===== src/rtl/acb_pkg.sv =====
// Shared types, operation codes and constants for the animation channel bank.
`default_nettype none
package acb_pkg;

    localparam int CHANNELS_DEF   = 16;
    localparam int MAX_FRAMES_DEF = 64;
    localparam int TIME_W         = 32;
    localparam int PERIOD_W       = 31;

    localparam logic [2:0] MODE_TICK    = 3'd0;
    localparam logic [2:0] MODE_LOAD    = 3'd1;
    localparam logic [2:0] MODE_STOP    = 3'd2;
    localparam logic [2:0] MODE_RESTART = 3'd3;
    localparam logic [2:0] MODE_ALIGN   = 3'd4;
    localparam logic [2:0] MODE_RSTALL  = 3'd5;

    localparam logic [2:0] OP_NONE    = 3'd0;
    localparam logic [2:0] OP_TICK    = 3'd1;
    localparam logic [2:0] OP_LOAD    = 3'd2;
    localparam logic [2:0] OP_STOP    = 3'd3;
    localparam logic [2:0] OP_RESTART = 3'd4;
    localparam logic [2:0] OP_ALIGN   = 3'd5;
    localparam logic [2:0] OP_RSTALL  = 3'd6;

    localparam int FL_STOP = 0;
    localparam int FL_ONE  = 1;
    localparam int FL_CRIT = 2;
    localparam int FL_TGT  = 3;
    localparam int FL_LINK = 4;

    typedef struct packed {
        logic [2:0]  mode;
        logic [3:0]  channel;
        logic [31:0] time_value;
        logic [30:0] frame_period;
        logic [6:0]  frame_total;
        logic        one_shot;
        logic        critical_only;
        logic        has_target;
        logic        link_enable;
        logic [3:0]  link_channel;
    } in_item_t;

    typedef struct packed {
        logic [3:0] out_channel;
        logic [5:0] frame_index;
        logic       one_shot_done;
        logic       last;
    } out_item_t;

    typedef struct packed {
        logic [2:0] op;
        in_item_t   item;
    } cmd_t;

endpackage
`default_nettype wire


===== src/rtl/acb_front.sv =====
// Input stage: decodes each item into an operation and queues it for the back end.
`default_nettype none
module acb_front #(
    parameter int CHANNELS = acb_pkg::CHANNELS_DEF
) (
    input  wire logic             clk,
    input  wire logic             rst_n,
    input  wire logic             in_valid,
    output logic                  in_ready,
    input  wire acb_pkg::in_item_t in_item,
    output logic                  cmd_valid,
    input  wire logic             cmd_ready,
    output acb_pkg::cmd_t         cmd
);
    import acb_pkg::*;

    cmd_t       mem_reg [2];
    logic       wr_ptr_reg, wr_ptr_next;
    logic       rd_ptr_reg, rd_ptr_next;
    logic [1:0] count_reg, count_next;
    cmd_t       dec;
    logic       in_range;
    logic       push, pop;

    always_comb
    begin
        in_range = 32'(in_item.channel) < CHANNELS;
        dec.item = in_item;
        case (in_item.mode)
            MODE_TICK:    dec.op = OP_TICK;
            MODE_LOAD:    dec.op = in_range ? OP_LOAD : OP_NONE;
            MODE_STOP:    dec.op = in_range ? OP_STOP : OP_NONE;
            MODE_RESTART: dec.op = in_range ? OP_RESTART : OP_NONE;
            MODE_ALIGN:   dec.op = OP_ALIGN;
            MODE_RSTALL:  dec.op = OP_RSTALL;
            default:      dec.op = OP_NONE;
        endcase
    end

    assign in_ready  = count_reg != 2'd2;
    assign cmd_valid = count_reg != 2'd0;
    assign cmd       = mem_reg[rd_ptr_reg];
    assign push      = in_valid && in_ready;
    assign pop       = cmd_valid && cmd_ready;

    always_comb
    begin
        wr_ptr_next = push ? ~wr_ptr_reg : wr_ptr_reg;
        rd_ptr_next = pop ? ~rd_ptr_reg : rd_ptr_reg;
        count_next  = count_reg + 2'(push) - 2'(pop);
    end

    always_ff @(posedge clk)
    begin
        if (push)
        begin
            mem_reg[wr_ptr_reg] <= dec;
        end
    end

    always_ff @(posedge clk or negedge rst_n)
    begin
        if (!rst_n)
        begin
            wr_ptr_reg <= 1'b0;
            rd_ptr_reg <= 1'b0;
            count_reg  <= 2'd0;
        end
        else
        begin
            wr_ptr_reg <= wr_ptr_next;
            rd_ptr_reg <= rd_ptr_next;
            count_reg  <= count_next;
        end
    end
endmodule
`default_nettype wire


===== src/rtl/acb_div.sv =====
// Serial restoring divider: 32-bit dividend by 31-bit divisor, one bit a cycle.
`default_nettype none
module acb_div (
    input  wire logic        clk,
    input  wire logic        rst_n,
    input  wire logic        start,
    input  wire logic [31:0] dividend,
    input  wire logic [30:0] divisor,
    output logic             done,
    output logic [31:0]      quotient,
    output logic [30:0]      remainder
);
    logic [30:0] acc_reg, acc_next;
    logic [31:0] quo_reg, quo_next;
    logic [30:0] dvs_reg, dvs_next;
    logic [5:0]  cnt_reg, cnt_next;
    logic        busy_reg, busy_next;
    logic        done_reg, done_next;
    logic [31:0] sh;
    logic        ge;

    assign sh        = {acc_reg, quo_reg[31]};
    assign ge        = sh >= {1'b0, dvs_reg};
    assign done      = done_reg;
    assign quotient  = quo_reg;
    assign remainder = acc_reg;

    always_comb
    begin
        acc_next  = acc_reg;
        quo_next  = quo_reg;
        dvs_next  = dvs_reg;
        cnt_next  = cnt_reg;
        busy_next = busy_reg;
        done_next = 1'b0;
        if (start)
        begin
            acc_next  = '0;
            quo_next  = dividend;
            dvs_next  = divisor;
            cnt_next  = 6'd32;
            busy_next = 1'b1;
        end
        else if (busy_reg)
        begin
            acc_next = ge ? 31'(sh - {1'b0, dvs_reg}) : sh[30:0];
            quo_next = {quo_reg[30:0], ge};
            cnt_next = cnt_reg - 6'd1;
            if (cnt_reg == 6'd1)
            begin
                busy_next = 1'b0;
                done_next = 1'b1;
            end
        end
    end

    always_ff @(posedge clk)
    begin
        acc_reg <= acc_next;
        quo_reg <= quo_next;
        dvs_reg <= dvs_next;
    end

    always_ff @(posedge clk or negedge rst_n)
    begin
        if (!rst_n)
        begin
            cnt_reg  <= '0;
            busy_reg <= 1'b0;
            done_reg <= 1'b0;
        end
        else
        begin
            cnt_reg  <= cnt_next;
            busy_reg <= busy_next;
            done_reg <= done_next;
        end
    end
endmodule
`default_nettype wire


===== src/rtl/acb_back.sv =====
// Channel sequencer: holds channel state, walks channels, drives the result register.
`default_nettype none
module acb_back #(
    parameter int CHANNELS   = acb_pkg::CHANNELS_DEF,
    parameter int MAX_FRAMES = acb_pkg::MAX_FRAMES_DEF
) (
    input  wire logic              clk,
    input  wire logic              rst_n,
    input  wire logic              critical_mode,
    input  wire logic              cmd_valid,
    output logic                   cmd_ready,
    input  wire acb_pkg::cmd_t     cmd,
    output logic                   out_valid,
    input  wire logic              out_ready,
    output acb_pkg::out_item_t     out_item
);
    import acb_pkg::*;

    localparam int CW = (CHANNELS > 1) ? $clog2(CHANNELS) : 1;
    localparam int FW = $clog2(MAX_FRAMES);
    localparam int TW = $clog2(MAX_FRAMES + 1);

    localparam logic [3:0] S_IDLE = 4'd0;
    localparam logic [3:0] S_EXEC = 4'd1;
    localparam logic [3:0] S_CH   = 4'd2;
    localparam logic [3:0] S_DIV1 = 4'd3;
    localparam logic [3:0] S_DIV2 = 4'd4;
    localparam logic [3:0] S_SHOW = 4'd5;
    localparam logic [3:0] S_LINK = 4'd6;
    localparam logic [3:0] S_FIN  = 4'd7;

    localparam logic [1:0] P_TICK   = 2'd0;
    localparam logic [1:0] P_ALIGN  = 2'd1;
    localparam logic [1:0] P_REPORT = 2'd2;

    logic [30:0]   period_reg [CHANNELS];
    logic [TW-1:0] total_reg  [CHANNELS];
    logic [30:0]   remt_reg   [CHANNELS];
    logic [FW-1:0] cur_reg    [CHANNELS];
    logic [4:0]    flags_reg  [CHANNELS];
    logic [3:0]    link_reg   [CHANNELS];

    logic [3:0]    state_reg, state_next;
    logic [1:0]    pass_reg, pass_next;
    logic [CW-1:0] idx_reg, idx_next;
    logic          done_reg, done_next;
    logic          cond_reg, cond_next;
    cmd_t          cmd_reg, cmd_next;
    out_item_t     pend_reg, pend_next;
    logic          pend_valid_reg, pend_valid_next;
    out_item_t     out_reg, out_next;
    logic          out_valid_reg, out_valid_next;

    logic [CW-1:0] ch_addr, link_addr;
    logic [30:0]   p_c, r_c;
    logic [TW-1:0] tot_c;
    logic [FW-1:0] f_c, f_link;
    logic [4:0]    fl_c;
    logic [3:0]    lk_c;
    logic          idle_c, show_link, at_end, out_free, can_push;
    logic [31:0]   t;

    logic          emit;
    out_item_t     emit_item;
    logic          flush;
    logic          we_load, we_rem, we_cur, we_flags;
    logic [30:0]   rem_wdata;
    logic [FW-1:0] cur_wdata;
    logic [4:0]    flags_wdata;
    logic [TW-1:0] tot_load;

    logic          div_start, div_done;
    logic [31:0]   div_a, div_q;
    logic [30:0]   div_b, div_r;
    logic [31:0]   lim;
    logic [TW:0]   sum;

    acb_div u_div (
        .clk       (clk),
        .rst_n     (rst_n),
        .start     (div_start),
        .dividend  (div_a),
        .divisor   (div_b),
        .done      (div_done),
        .quotient  (div_q),
        .remainder (div_r)
    );

    assign t         = cmd_reg.item.time_value;
    assign ch_addr   = (state_reg == S_EXEC) ? CW'(cmd_reg.item.channel) : idx_reg;
    assign p_c       = period_reg[ch_addr];
    assign r_c       = remt_reg[ch_addr];
    assign tot_c     = total_reg[ch_addr];
    assign f_c       = cur_reg[ch_addr];
    assign fl_c      = flags_reg[ch_addr];
    assign lk_c      = link_reg[ch_addr];
    assign link_addr = CW'(lk_c);
    assign f_link    = cur_reg[link_addr];
    assign idle_c    = (p_c == '0) || (tot_c == '0);
    assign show_link = fl_c[FL_LINK] && critical_mode && (32'(lk_c) < CHANNELS);
    assign at_end    = idx_reg == CW'(CHANNELS - 1);
    assign out_free  = !out_valid_reg || out_ready;
    assign can_push  = !pend_valid_reg || out_free;
    assign cmd_ready = state_reg == S_IDLE;
    assign lim       = 32'(tot_c) - 32'(f_c) - 32'd1;
    assign sum       = (TW+1)'(f_c) + (TW+1)'(div_r) + (TW+1)'(1);
    assign tot_load  = (32'(cmd_reg.item.frame_total) > MAX_FRAMES) ?
                       TW'(MAX_FRAMES) : TW'(cmd_reg.item.frame_total);
    assign out_valid = out_valid_reg;
    assign out_item  = out_reg;

    always_comb
    begin
        state_next  = state_reg;
        pass_next   = pass_reg;
        idx_next    = idx_reg;
        done_next   = done_reg;
        cond_next   = cond_reg;
        cmd_next    = cmd_reg;
        emit        = 1'b0;
        emit_item   = '{out_channel: 4'(idx_reg), frame_index: '0, one_shot_done: 1'b0,
                        last: 1'b0};
        flush       = 1'b0;
        we_load     = 1'b0;
        we_rem      = 1'b0;
        we_cur      = 1'b0;
        we_flags    = 1'b0;
        rem_wdata   = '0;
        cur_wdata   = '0;
        flags_wdata = fl_c;
        div_start   = 1'b0;
        div_a       = '0;
        div_b       = p_c;
        case (state_reg)
            S_IDLE:
            begin
                if (cmd_valid)
                begin
                    cmd_next = cmd;
                    idx_next = '0;
                    case (cmd.op)
                        OP_TICK:
                        begin
                            pass_next  = P_TICK;
                            state_next = S_CH;
                        end
                        OP_ALIGN:
                        begin
                            pass_next  = P_ALIGN;
                            state_next = S_CH;
                        end
                        OP_RSTALL:
                        begin
                            pass_next  = P_REPORT;
                            state_next = S_CH;
                        end
                        OP_LOAD, OP_STOP, OP_RESTART:
                        begin
                            state_next = S_EXEC;
                        end
                        default:
                        begin
                            state_next = S_IDLE;
                        end
                    endcase
                end
            end
            S_EXEC:
            begin
                case (cmd_reg.op)
                    OP_LOAD:
                    begin
                        we_load    = 1'b1;
                        state_next = S_FIN;
                    end
                    OP_STOP:
                    begin
                        if (!fl_c[FL_TGT] || can_push)
                        begin
                            we_flags             = 1'b1;
                            flags_wdata[FL_STOP] = 1'b1;
                            we_cur               = 1'b1;
                            emit                 = fl_c[FL_TGT];
                            emit_item.out_channel = cmd_reg.item.channel;
                            state_next           = S_FIN;
                        end
                    end
                    default:
                    begin
                        we_flags             = 1'b1;
                        flags_wdata[FL_STOP] = 1'b0;
                        state_next           = S_FIN;
                    end
                endcase
            end
            S_CH:
            begin
                done_next = 1'b0;
                case (pass_reg)
                    P_TICK:
                    begin
                        if (!fl_c[FL_TGT] || fl_c[FL_STOP])
                        begin
                            state_next = S_SHOW;
                        end
                        else if (idle_c)
                        begin
                            state_next = S_SHOW;
                        end
                        else if ({1'b0, r_c} >= t)
                        begin
                            we_rem     = 1'b1;
                            rem_wdata  = 31'({1'b0, r_c} - t);
                            state_next = S_SHOW;
                        end
                        else
                        begin
                            div_start  = 1'b1;
                            div_a      = t - 32'(r_c) - 32'd1;
                            state_next = S_DIV1;
                        end
                    end
                    P_ALIGN:
                    begin
                        we_flags             = 1'b1;
                        flags_wdata[FL_STOP] = 1'b0;
                        flags_wdata[FL_ONE]  = 1'b0;
                        if (idle_c || t == '0)
                        begin
                            we_rem    = 1'b1;
                            rem_wdata = idle_c ? '0 : p_c;
                            we_cur    = 1'b1;
                        end
                        else
                        begin
                            div_start  = 1'b1;
                            div_a      = t - 32'd1;
                            state_next = S_DIV1;
                        end
                    end
                    default:
                    begin
                        we_flags             = 1'b1;
                        flags_wdata[FL_STOP] = 1'b0;
                        flags_wdata[FL_ONE]  = 1'b0;
                        if (fl_c[FL_TGT] && !fl_c[FL_CRIT])
                        begin
                            state_next = S_SHOW;
                        end
                    end
                endcase
            end
            S_DIV1:
            begin
                if (div_done)
                begin
                    we_rem     = 1'b1;
                    rem_wdata  = p_c - div_r - 31'd1;
                    cond_next  = div_q >= lim;
                    div_start  = 1'b1;
                    div_a      = div_q;
                    div_b      = 31'(tot_c);
                    state_next = S_DIV2;
                end
            end
            S_DIV2:
            begin
                if (div_done)
                begin
                    we_cur = 1'b1;
                    if (pass_reg == P_TICK)
                    begin
                        cur_wdata  = (sum >= (TW+1)'(tot_c)) ?
                                     FW'(sum - (TW+1)'(tot_c)) : FW'(sum);
                        if (cond_reg && fl_c[FL_ONE])
                        begin
                            we_flags            = 1'b1;
                            flags_wdata[FL_ONE] = 1'b0;
                            done_next           = 1'b1;
                        end
                        state_next = S_SHOW;
                    end
                    else
                    begin
                        cur_wdata  = FW'(div_r);
                        state_next = S_CH;
                    end
                end
            end
            S_SHOW:
            begin
                if (pass_reg == P_TICK && (!fl_c[FL_TGT] || fl_c[FL_STOP]))
                begin
                    state_next = S_CH;
                end
                else if (fl_c[FL_CRIT])
                begin
                    if (!done_reg || can_push)
                    begin
                        emit                    = done_reg;
                        emit_item.one_shot_done = 1'b1;
                        state_next              = S_CH;
                    end
                end
                else if (show_link)
                begin
                    state_next = S_LINK;
                end
                else if (can_push)
                begin
                    emit                    = 1'b1;
                    emit_item.frame_index   = 6'(f_c);
                    emit_item.one_shot_done = done_reg;
                    state_next              = S_CH;
                end
            end
            S_LINK:
            begin
                if (can_push)
                begin
                    emit                    = 1'b1;
                    emit_item.frame_index   = 6'(f_link);
                    emit_item.one_shot_done = done_reg;
                    state_next              = S_CH;
                end
            end
            S_FIN:
            begin
                if (!pend_valid_reg)
                begin
                    state_next = S_IDLE;
                end
                else if (out_free)
                begin
                    flush      = 1'b1;
                    state_next = S_IDLE;
                end
            end
            default:
            begin
                state_next = S_IDLE;
            end
        endcase

        // advance to the next channel once this one is finished
        if (state_reg != S_IDLE && state_reg != S_EXEC && state_reg != S_FIN &&
            state_next == S_CH && !(state_reg == S_CH && pass_reg == P_TICK &&
            state_next == S_CH && 1'b0))
        begin
            if (state_reg == S_CH && state_next == S_CH)
            begin
                state_next = S_CH;
            end
            if (at_end)
            begin
                if (pass_reg == P_ALIGN)
                begin
                    pass_next = P_REPORT;
                    idx_next  = '0;
                end
                else
                begin
                    state_next = S_FIN;
                end
            end
            else
            begin
                idx_next = idx_reg + CW'(1);
            end
        end
    end

    always_comb
    begin
        pend_next       = pend_reg;
        pend_valid_next = pend_valid_reg;
        out_next        = out_reg;
        out_valid_next  = out_valid_reg && !out_ready;
        if (emit)
        begin
            pend_next       = emit_item;
            pend_valid_next = 1'b1;
            if (pend_valid_reg)
            begin
                out_next       = pend_reg;
                out_next.last  = 1'b0;
                out_valid_next = 1'b1;
            end
        end
        else if (flush)
        begin
            out_next        = pend_reg;
            out_next.last   = 1'b1;
            out_valid_next  = 1'b1;
            pend_valid_next = 1'b0;
        end
    end

    always_ff @(posedge clk)
    begin
        cmd_reg  <= cmd_next;
        pend_reg <= pend_next;
        out_reg  <= out_next;
        cond_reg <= cond_next;
    end

    always_ff @(posedge clk or negedge rst_n)
    begin
        if (!rst_n)
        begin
            state_reg      <= S_IDLE;
            pass_reg       <= P_TICK;
            idx_reg        <= '0;
            done_reg       <= 1'b0;
            pend_valid_reg <= 1'b0;
            out_valid_reg  <= 1'b0;
        end
        else
        begin
            state_reg      <= state_next;
            pass_reg       <= pass_next;
            idx_reg        <= idx_next;
            done_reg       <= done_next;
            pend_valid_reg <= pend_valid_next;
            out_valid_reg  <= out_valid_next;
        end
    end

    always_ff @(posedge clk or negedge rst_n)
    begin
        if (!rst_n)
        begin
            for (int i = 0; i < CHANNELS; i++)
            begin
                period_reg[i] <= '0;
                total_reg[i]  <= '0;
                remt_reg[i]   <= '0;
                cur_reg[i]    <= '0;
                flags_reg[i]  <= '0;
                link_reg[i]   <= '0;
            end
        end
        else if (we_load)
        begin
            period_reg[ch_addr] <= cmd_reg.item.frame_period;
            total_reg[ch_addr]  <= tot_load;
            remt_reg[ch_addr]   <= cmd_reg.item.frame_period;
            cur_reg[ch_addr]    <= '0;
            flags_reg[ch_addr]  <= {cmd_reg.item.link_enable, cmd_reg.item.has_target,
                                    cmd_reg.item.critical_only, cmd_reg.item.one_shot, 1'b0};
            link_reg[ch_addr]   <= cmd_reg.item.link_channel;
        end
        else
        begin
            if (we_rem)
            begin
                remt_reg[ch_addr] <= rem_wdata;
            end
            if (we_cur)
            begin
                cur_reg[ch_addr] <= cur_wdata;
            end
            if (we_flags)
            begin
                flags_reg[ch_addr] <= flags_wdata;
            end
        end
    end
endmodule
`default_nettype wire


===== src/rtl/animation_channel_bank_core.sv =====
// Top level of the animation channel bank: front queue, channel sequencer, mode register.
//
//  channel   signals                        direction  item
//  input     in_valid / in_ready / in_item  in         one command
//  output    out_valid / out_ready / out_item out      one channel report
//  config    cfg_wr_en / cfg_wr_data        in         critical mode bit
//
// A tick skips stopped, targetless and idle channels and runs the shared serial divider
// twice for each channel that advances. Align runs it twice per active channel when the
// time is nonzero, then a report pass. Load, stop and restart act on a single channel.
// Reset clears all channel state at once.
// A stalled output holds the sequencer; the two-item input queue accepts until full.
`default_nettype none
module animation_channel_bank_core #(
    parameter int CHANNELS   = acb_pkg::CHANNELS_DEF,
    parameter int MAX_FRAMES = acb_pkg::MAX_FRAMES_DEF
) (
    input  wire logic               clk,
    input  wire logic               rst_n,
    input  wire logic               in_valid,
    output logic                    in_ready,
    input  wire acb_pkg::in_item_t  in_item,
    output logic                    out_valid,
    input  wire logic               out_ready,
    output acb_pkg::out_item_t      out_item,
    input  wire logic               cfg_wr_en,
    input  wire logic               cfg_wr_data
);
    import acb_pkg::*;

    logic crit_mode_reg, crit_mode_next;
    logic cmd_valid, cmd_ready;
    cmd_t cmd;

    assign crit_mode_next = cfg_wr_en ? cfg_wr_data : crit_mode_reg;

    always_ff @(posedge clk or negedge rst_n)
    begin
        if (!rst_n)
        begin
            crit_mode_reg <= 1'b0;
        end
        else
        begin
            crit_mode_reg <= crit_mode_next;
        end
    end

    acb_front #(
        .CHANNELS (CHANNELS)
    ) u_front (
        .clk       (clk),
        .rst_n     (rst_n),
        .in_valid  (in_valid),
        .in_ready  (in_ready),
        .in_item   (in_item),
        .cmd_valid (cmd_valid),
        .cmd_ready (cmd_ready),
        .cmd       (cmd)
    );

    acb_back #(
        .CHANNELS   (CHANNELS),
        .MAX_FRAMES (MAX_FRAMES)
    ) u_back (
        .clk           (clk),
        .rst_n         (rst_n),
        .critical_mode (crit_mode_reg),
        .cmd_valid     (cmd_valid),
        .cmd_ready     (cmd_ready),
        .cmd           (cmd),
        .out_valid     (out_valid),
        .out_ready     (out_ready),
        .out_item      (out_item)
    );
endmodule
`default_nettype wire


===== config.mk =====
export PLATFORM = sky130hd
export DESIGN_NAME = animation_channel_bank_core
export DESIGN_NICKNAME = d
export VERILOG_FILES = /design/src/rtl/acb_pkg.sv /design/src/rtl/acb_front.sv /design/src/rtl/acb_div.sv /design/src/rtl/acb_back.sv /design/src/rtl/animation_channel_bank_core.sv
export SDC_FILE = /design/constraint.sdc
export NUM_CORES = 2
export LEC_CHECK = 0
export BUFFER_PORTS_ARGS = -buffer_cell sky130_fd_sc_hd__buf_4
export CORE_MARGIN = 2
export CORE_UTILIZATION = 66
export DETAILED_ROUTE_END_ITERATION = 10
export PLACE_DENSITY = 0.83
export SLEW_MARGIN = 30
export SYNTH_ARGS = -nofsm -noshare
export SYNTH_HDL_FRONTEND = slang
export SYNTH_SLANG_ARGS = --single-unit

===== constraint.sdc =====
create_clock -name clk -period 22.4 [get_ports clk]
set_input_delay 2.24 -clock clk [delete_from_list [all_inputs] [get_ports clk]]
set_output_delay 2.24 -clock clk [all_outputs]
set_load 0.05 [all_outputs]

==> impl_metrics.tcl <==
set metrics [dict create \
    wl_um 299000 \
    core_mm2 0.133 \
    postSynth.asyncResetShare_pct 78.6 \
    insertion_delay_ns 0.85 \
    yosysMostFrequentCell "nand2_1" \
    cts_resized 0 \
    intPower_mw 7.22 \
    cts.sinks 1743 \
    final_area_mm2 0.0966 \
    path_cells "nor4b_4 -> buf_4 -> mux2i_4 -> buf_16 -> buf_4 -> buf_12 -> buf_4 -> nand2_1 -> and3_1 -> a311oi_1 -> a311oi_1 -> a31oi_1 -> ha_1 -> o21a_1 -> o21ai_0 -> a21oi_1 -> o41ai_1 -> o31ai_1 -> a2111oi_0 -> o41ai_1 -> xor2_1 -> nand2_1 -> a41o_1 -> o21ai_0" \
    pwr-share-comb_pct 42.8 \
    ant_nets 0 \
    drv_cap 0 \
    min-delay-path-class "flip-flop to flip-flop" \
    root_buffer "clkbuf_16" \
    cp_data_required_time_ns 23.06 \
    grt_overflow_total 0 \
    hold-path-cell-count 0 \
    clkPwrFrac_pct 24.4 \
    multi_input_area_mm2 0.0399 \
    yosysWarnings 0 \
    tns_ns 0 \
    p_leak_nw 43.9 \
    cpPeakStageDelay_ns 0.84 \
    skew_ns 0.0592 \
    gp_congestion 0.998 \
    grt_pass1_vias 72600 \
    io_buffers 104 \
    post-route-min-period_ns 9.73 \
    ir_drop_mv 0.100 \
    drt_iter0_markers 11900 \
    vias_per_cell 6.94 \
    max_freq_mhz 103 \
    ys_seq_area_share_pct 51.2 \
    antenna_found_initial 8 \
    synth_top_area_share_pct 38.9 \
    place_hpwl_um 192000 \
    htree_levels 4 \
    postCtsHoldBufs 0 \
    worst_r2r_startpoint "u_back.state_reg[3]$_DFF_PN0_" \
    worstHoldStart "u_back.pend_reg[10]$_DFFE_PP_" \
    cts_setup_buffers 0 \
    synth_area_leaders "dfrtp_1 (39%), edfxtp_1 (12%), nand2_1 (11%)" \
    slew_viol_final 0 \
    areaGrowthSynthToFinish_pct 9.63 \
    nNetsFinal 8921 \
    p_seq_share_pct 32.8 \
    num_rows 134 \
    hold_path_end "u_back.out_item[10]$_DFFE_PP_" \
    path_class "flip-flop to flip-flop" \
    synthesis.area_mm2 0.0882 \
    dp_slack_ns 12.84 \
    grt_max_degree 186 \
    place_area_mm2 0.0905 \
    synth.distinct_cells 92 \
    startpoint_type "flip-flop" \
    dieHeight_um 369 \
    die-width_um 369 \
    synth_area_leader_cell "dfrtp_1" \
    syn_area_per_cell_um2 10.0 \
    grt_usage_pct 43.8 \
    period_share_pct 43.4 \
    dieArea_mm2 0.137 \
    ys_seq_elements 1743 \
    r2r_end "u_back.remt_reg[394]$_DFFE_PN0P_" \
    slowest_stage "buf_4" \
    path_clk_slew_ns 0.06 \
    final_util_pct 72.7 \
    seqCellArea_mm2 0.0452 \
    power_density_mw_per_mm2 128 \
    dp_cells 10200 \
    drive_gt1_share_pct 13.8 \
    setup_slack_ns 12.67 \
    crit_path_max_fanout 163 \
    worst_pin_slew_ns 1.21 \
    final_cell_count_no_fill 10600 \
    reg2reg_setup_slack_ns 12.67 \
    numCtsBuffers 175 \
    switching_power_mw 5.13 \
    dr_total_vias 73200 \
    tritoncts "yes" \
    synth_flop_cell "dfrtp_1" \
    outcome "finished clean" \
    clockBufferDepth 3 \
    slew_headroom_pct 19.2 \
    hold_viol 0 \
    fill_cells 8840 \
    cp_common_cell "buf_4" \
    syn-instance-count 8802 \
    syn_nets 9088 \
    io_pins 105 \
    drc 0 \
    r2r_cells 24 \
    synth_edf_count 342 \
    finalSetupViolCount 0 \
    arrival_ns 10.39 \
    grt_pass1_wl_um 448000 \
    worstSetupEndpointType "flip-flop" \
    synth_common_cells "nand2_1 (2,692), dfrtp_1 (1,370), clkbuf_1 (500), o21ai_0 (396), edfxtp_1 (342)" \
    rsz0062_at_grt "no" \
    start_util_pct 66.3 \
    dr.pass1.iters 10 \
    wl_per_cell_um 28.3 \
    p_sw_share_pct 41.5 \
]
stage by stage:
step,hold WS [ns],power [mW]
3_5_place_dp,0.406,9.10
3_3_place_gp,0.410,8.96
6_report,0.428,12.3
4_1_cts,0.433,12.1
5_1_grt,0.439,12.8
2_1_floorplan,0.400,7.35
worst max-delay path: cells and delay by family (launching register included):
kind / cells / cell delay [ns]
buf+inv: 5 / 2.48
mux: 1 / 0.51
xor+xnor: 1 / 0.17
simple gates: 4 / 0.71
flops: 1 / 0.50
fa+ha+maj: 1 / 0.43
compound gates: 12 / 4.19
cells by family (layout without fill, tap and decap cells):
family                     after synthesis  in the layout  share of synthesized area [%]
DFF                                   1743           1743                           51.2
other                                    1              4                        0.00425
xor gates and xnor gates               153            153                           1.52
muxes                                  742            742                           11.8
and+or+nand+nor                       3614           3614                           17.1
buffers and inverters                  886            864                           4.00
AOI/OAI and AO/OA                     1468           1468                           11.5
adders and majority gates              195            195                           2.82
layout by cell type (no fill, tap or decap), drive strengths merged, types with 25 or more instances in the layout:
master | Yosys | layout
nor2b | 29 | 29
and3 | 60 | 60
dfrtp | 1370 | 1370
o21ai | 405 | 405
xor2 | 46 | 46
edfxtp | 342 | 342
clkinv | 0 | 58
o21bai | 26 | 26
a32oi | 39 | 39
a31oi | 54 | 54
mux2i | 204 | 204
xnor2 | 107 | 107
inv | 248 | 253
and2 | 63 | 63
nor3 | 87 | 87
nor4 | 56 | 56
nand2b | 56 | 56
mux2 | 334 | 334
a21oi | 220 | 220
clkbuf | 500 | 248
ha | 189 | 189
mux4 | 204 | 204
nand3 | 258 | 258
a22oi | 28 | 28
a21o | 66 | 66
dfxtp | 31 | 31
a311oi | 44 | 44
nand4 | 40 | 40
nand2 | 2692 | 2692
nor2 | 199 | 199
o2bb2ai | 139 | 139
buf | 138 | 294
a22o | 227 | 227
or3 | 25 | 25
how the worst max path moves through the flow:
stage	startpoint	cells past startpoint	endpoint	slack, ns
after CTS	u_back.state_reg[2]$_DFF_PN0_	24	u_back.remt_reg[340]$_DFFE_PN0P_	12.76
after detailed placement	u_back.state_reg[3]$_DFF_PN0_	24	u_back.remt_reg[340]$_DFFE_PN0P_	12.84
after global placement	u_back.state_reg[3]$_DFF_PN0_	24	u_back.remt_reg[340]$_DFFE_PN0P_	13.04
final	u_back.state_reg[3]$_DFF_PN0_	24	u_back.remt_reg[394]$_DFFE_PN0P_	12.67
after global routing	u_back.state_reg[2]$_DFF_PN0_	25	u_back.remt_reg[340]$_DFFE_PN0P_	12.30
after floorplan	u_back.state_reg[3]$_DFF_PN0_	38	u_back.cond_reg$_DFFE_PP_	14.26
layer usage:
metal | track usage [%] | wire length [um] | vias up
li1 | - | - | 30300
met1 | 57.6 | 106000 | 35800
met2 | 61.3 | 125000 | 5804
met3 | 18.4 | 47800 | 1228
met4 | 24.9 | 19100 | 8
met5 | 0 | 55 | -
power by group through the flow:
stage / Combinational (mW) / Sequential, mW / Clock, mW
4_1_cts: 5.08 / 4.02 / 3.00
3_5_place_dp: 5.03 / 4.07 / 0
2_1_floorplan: 3.49 / 3.86 / 0
6_report: 5.29 / 4.05 / 3.01
5_1_grt: 5.62 / 4.07 / 3.13
3_3_place_gp: 4.90 / 4.06 / 0
area by class of cell:
| class | count | share of cell area, % |
|---|---|---|
| antenna | 3 | 0.00777 |
| timing repair buffer | 294 | 2.58 |
| clock inverter | 74 | 0.804 |
| multi-input combinational | 6173 | 41.3 |
| sequential | 1743 | 46.7 |
| clock buffer | 248 | 5.28 |
| tap | 1768 | 2.29 |
| inverter | 248 | 0.966 |
Note: power is estimated with default switching activity, not from simulation.
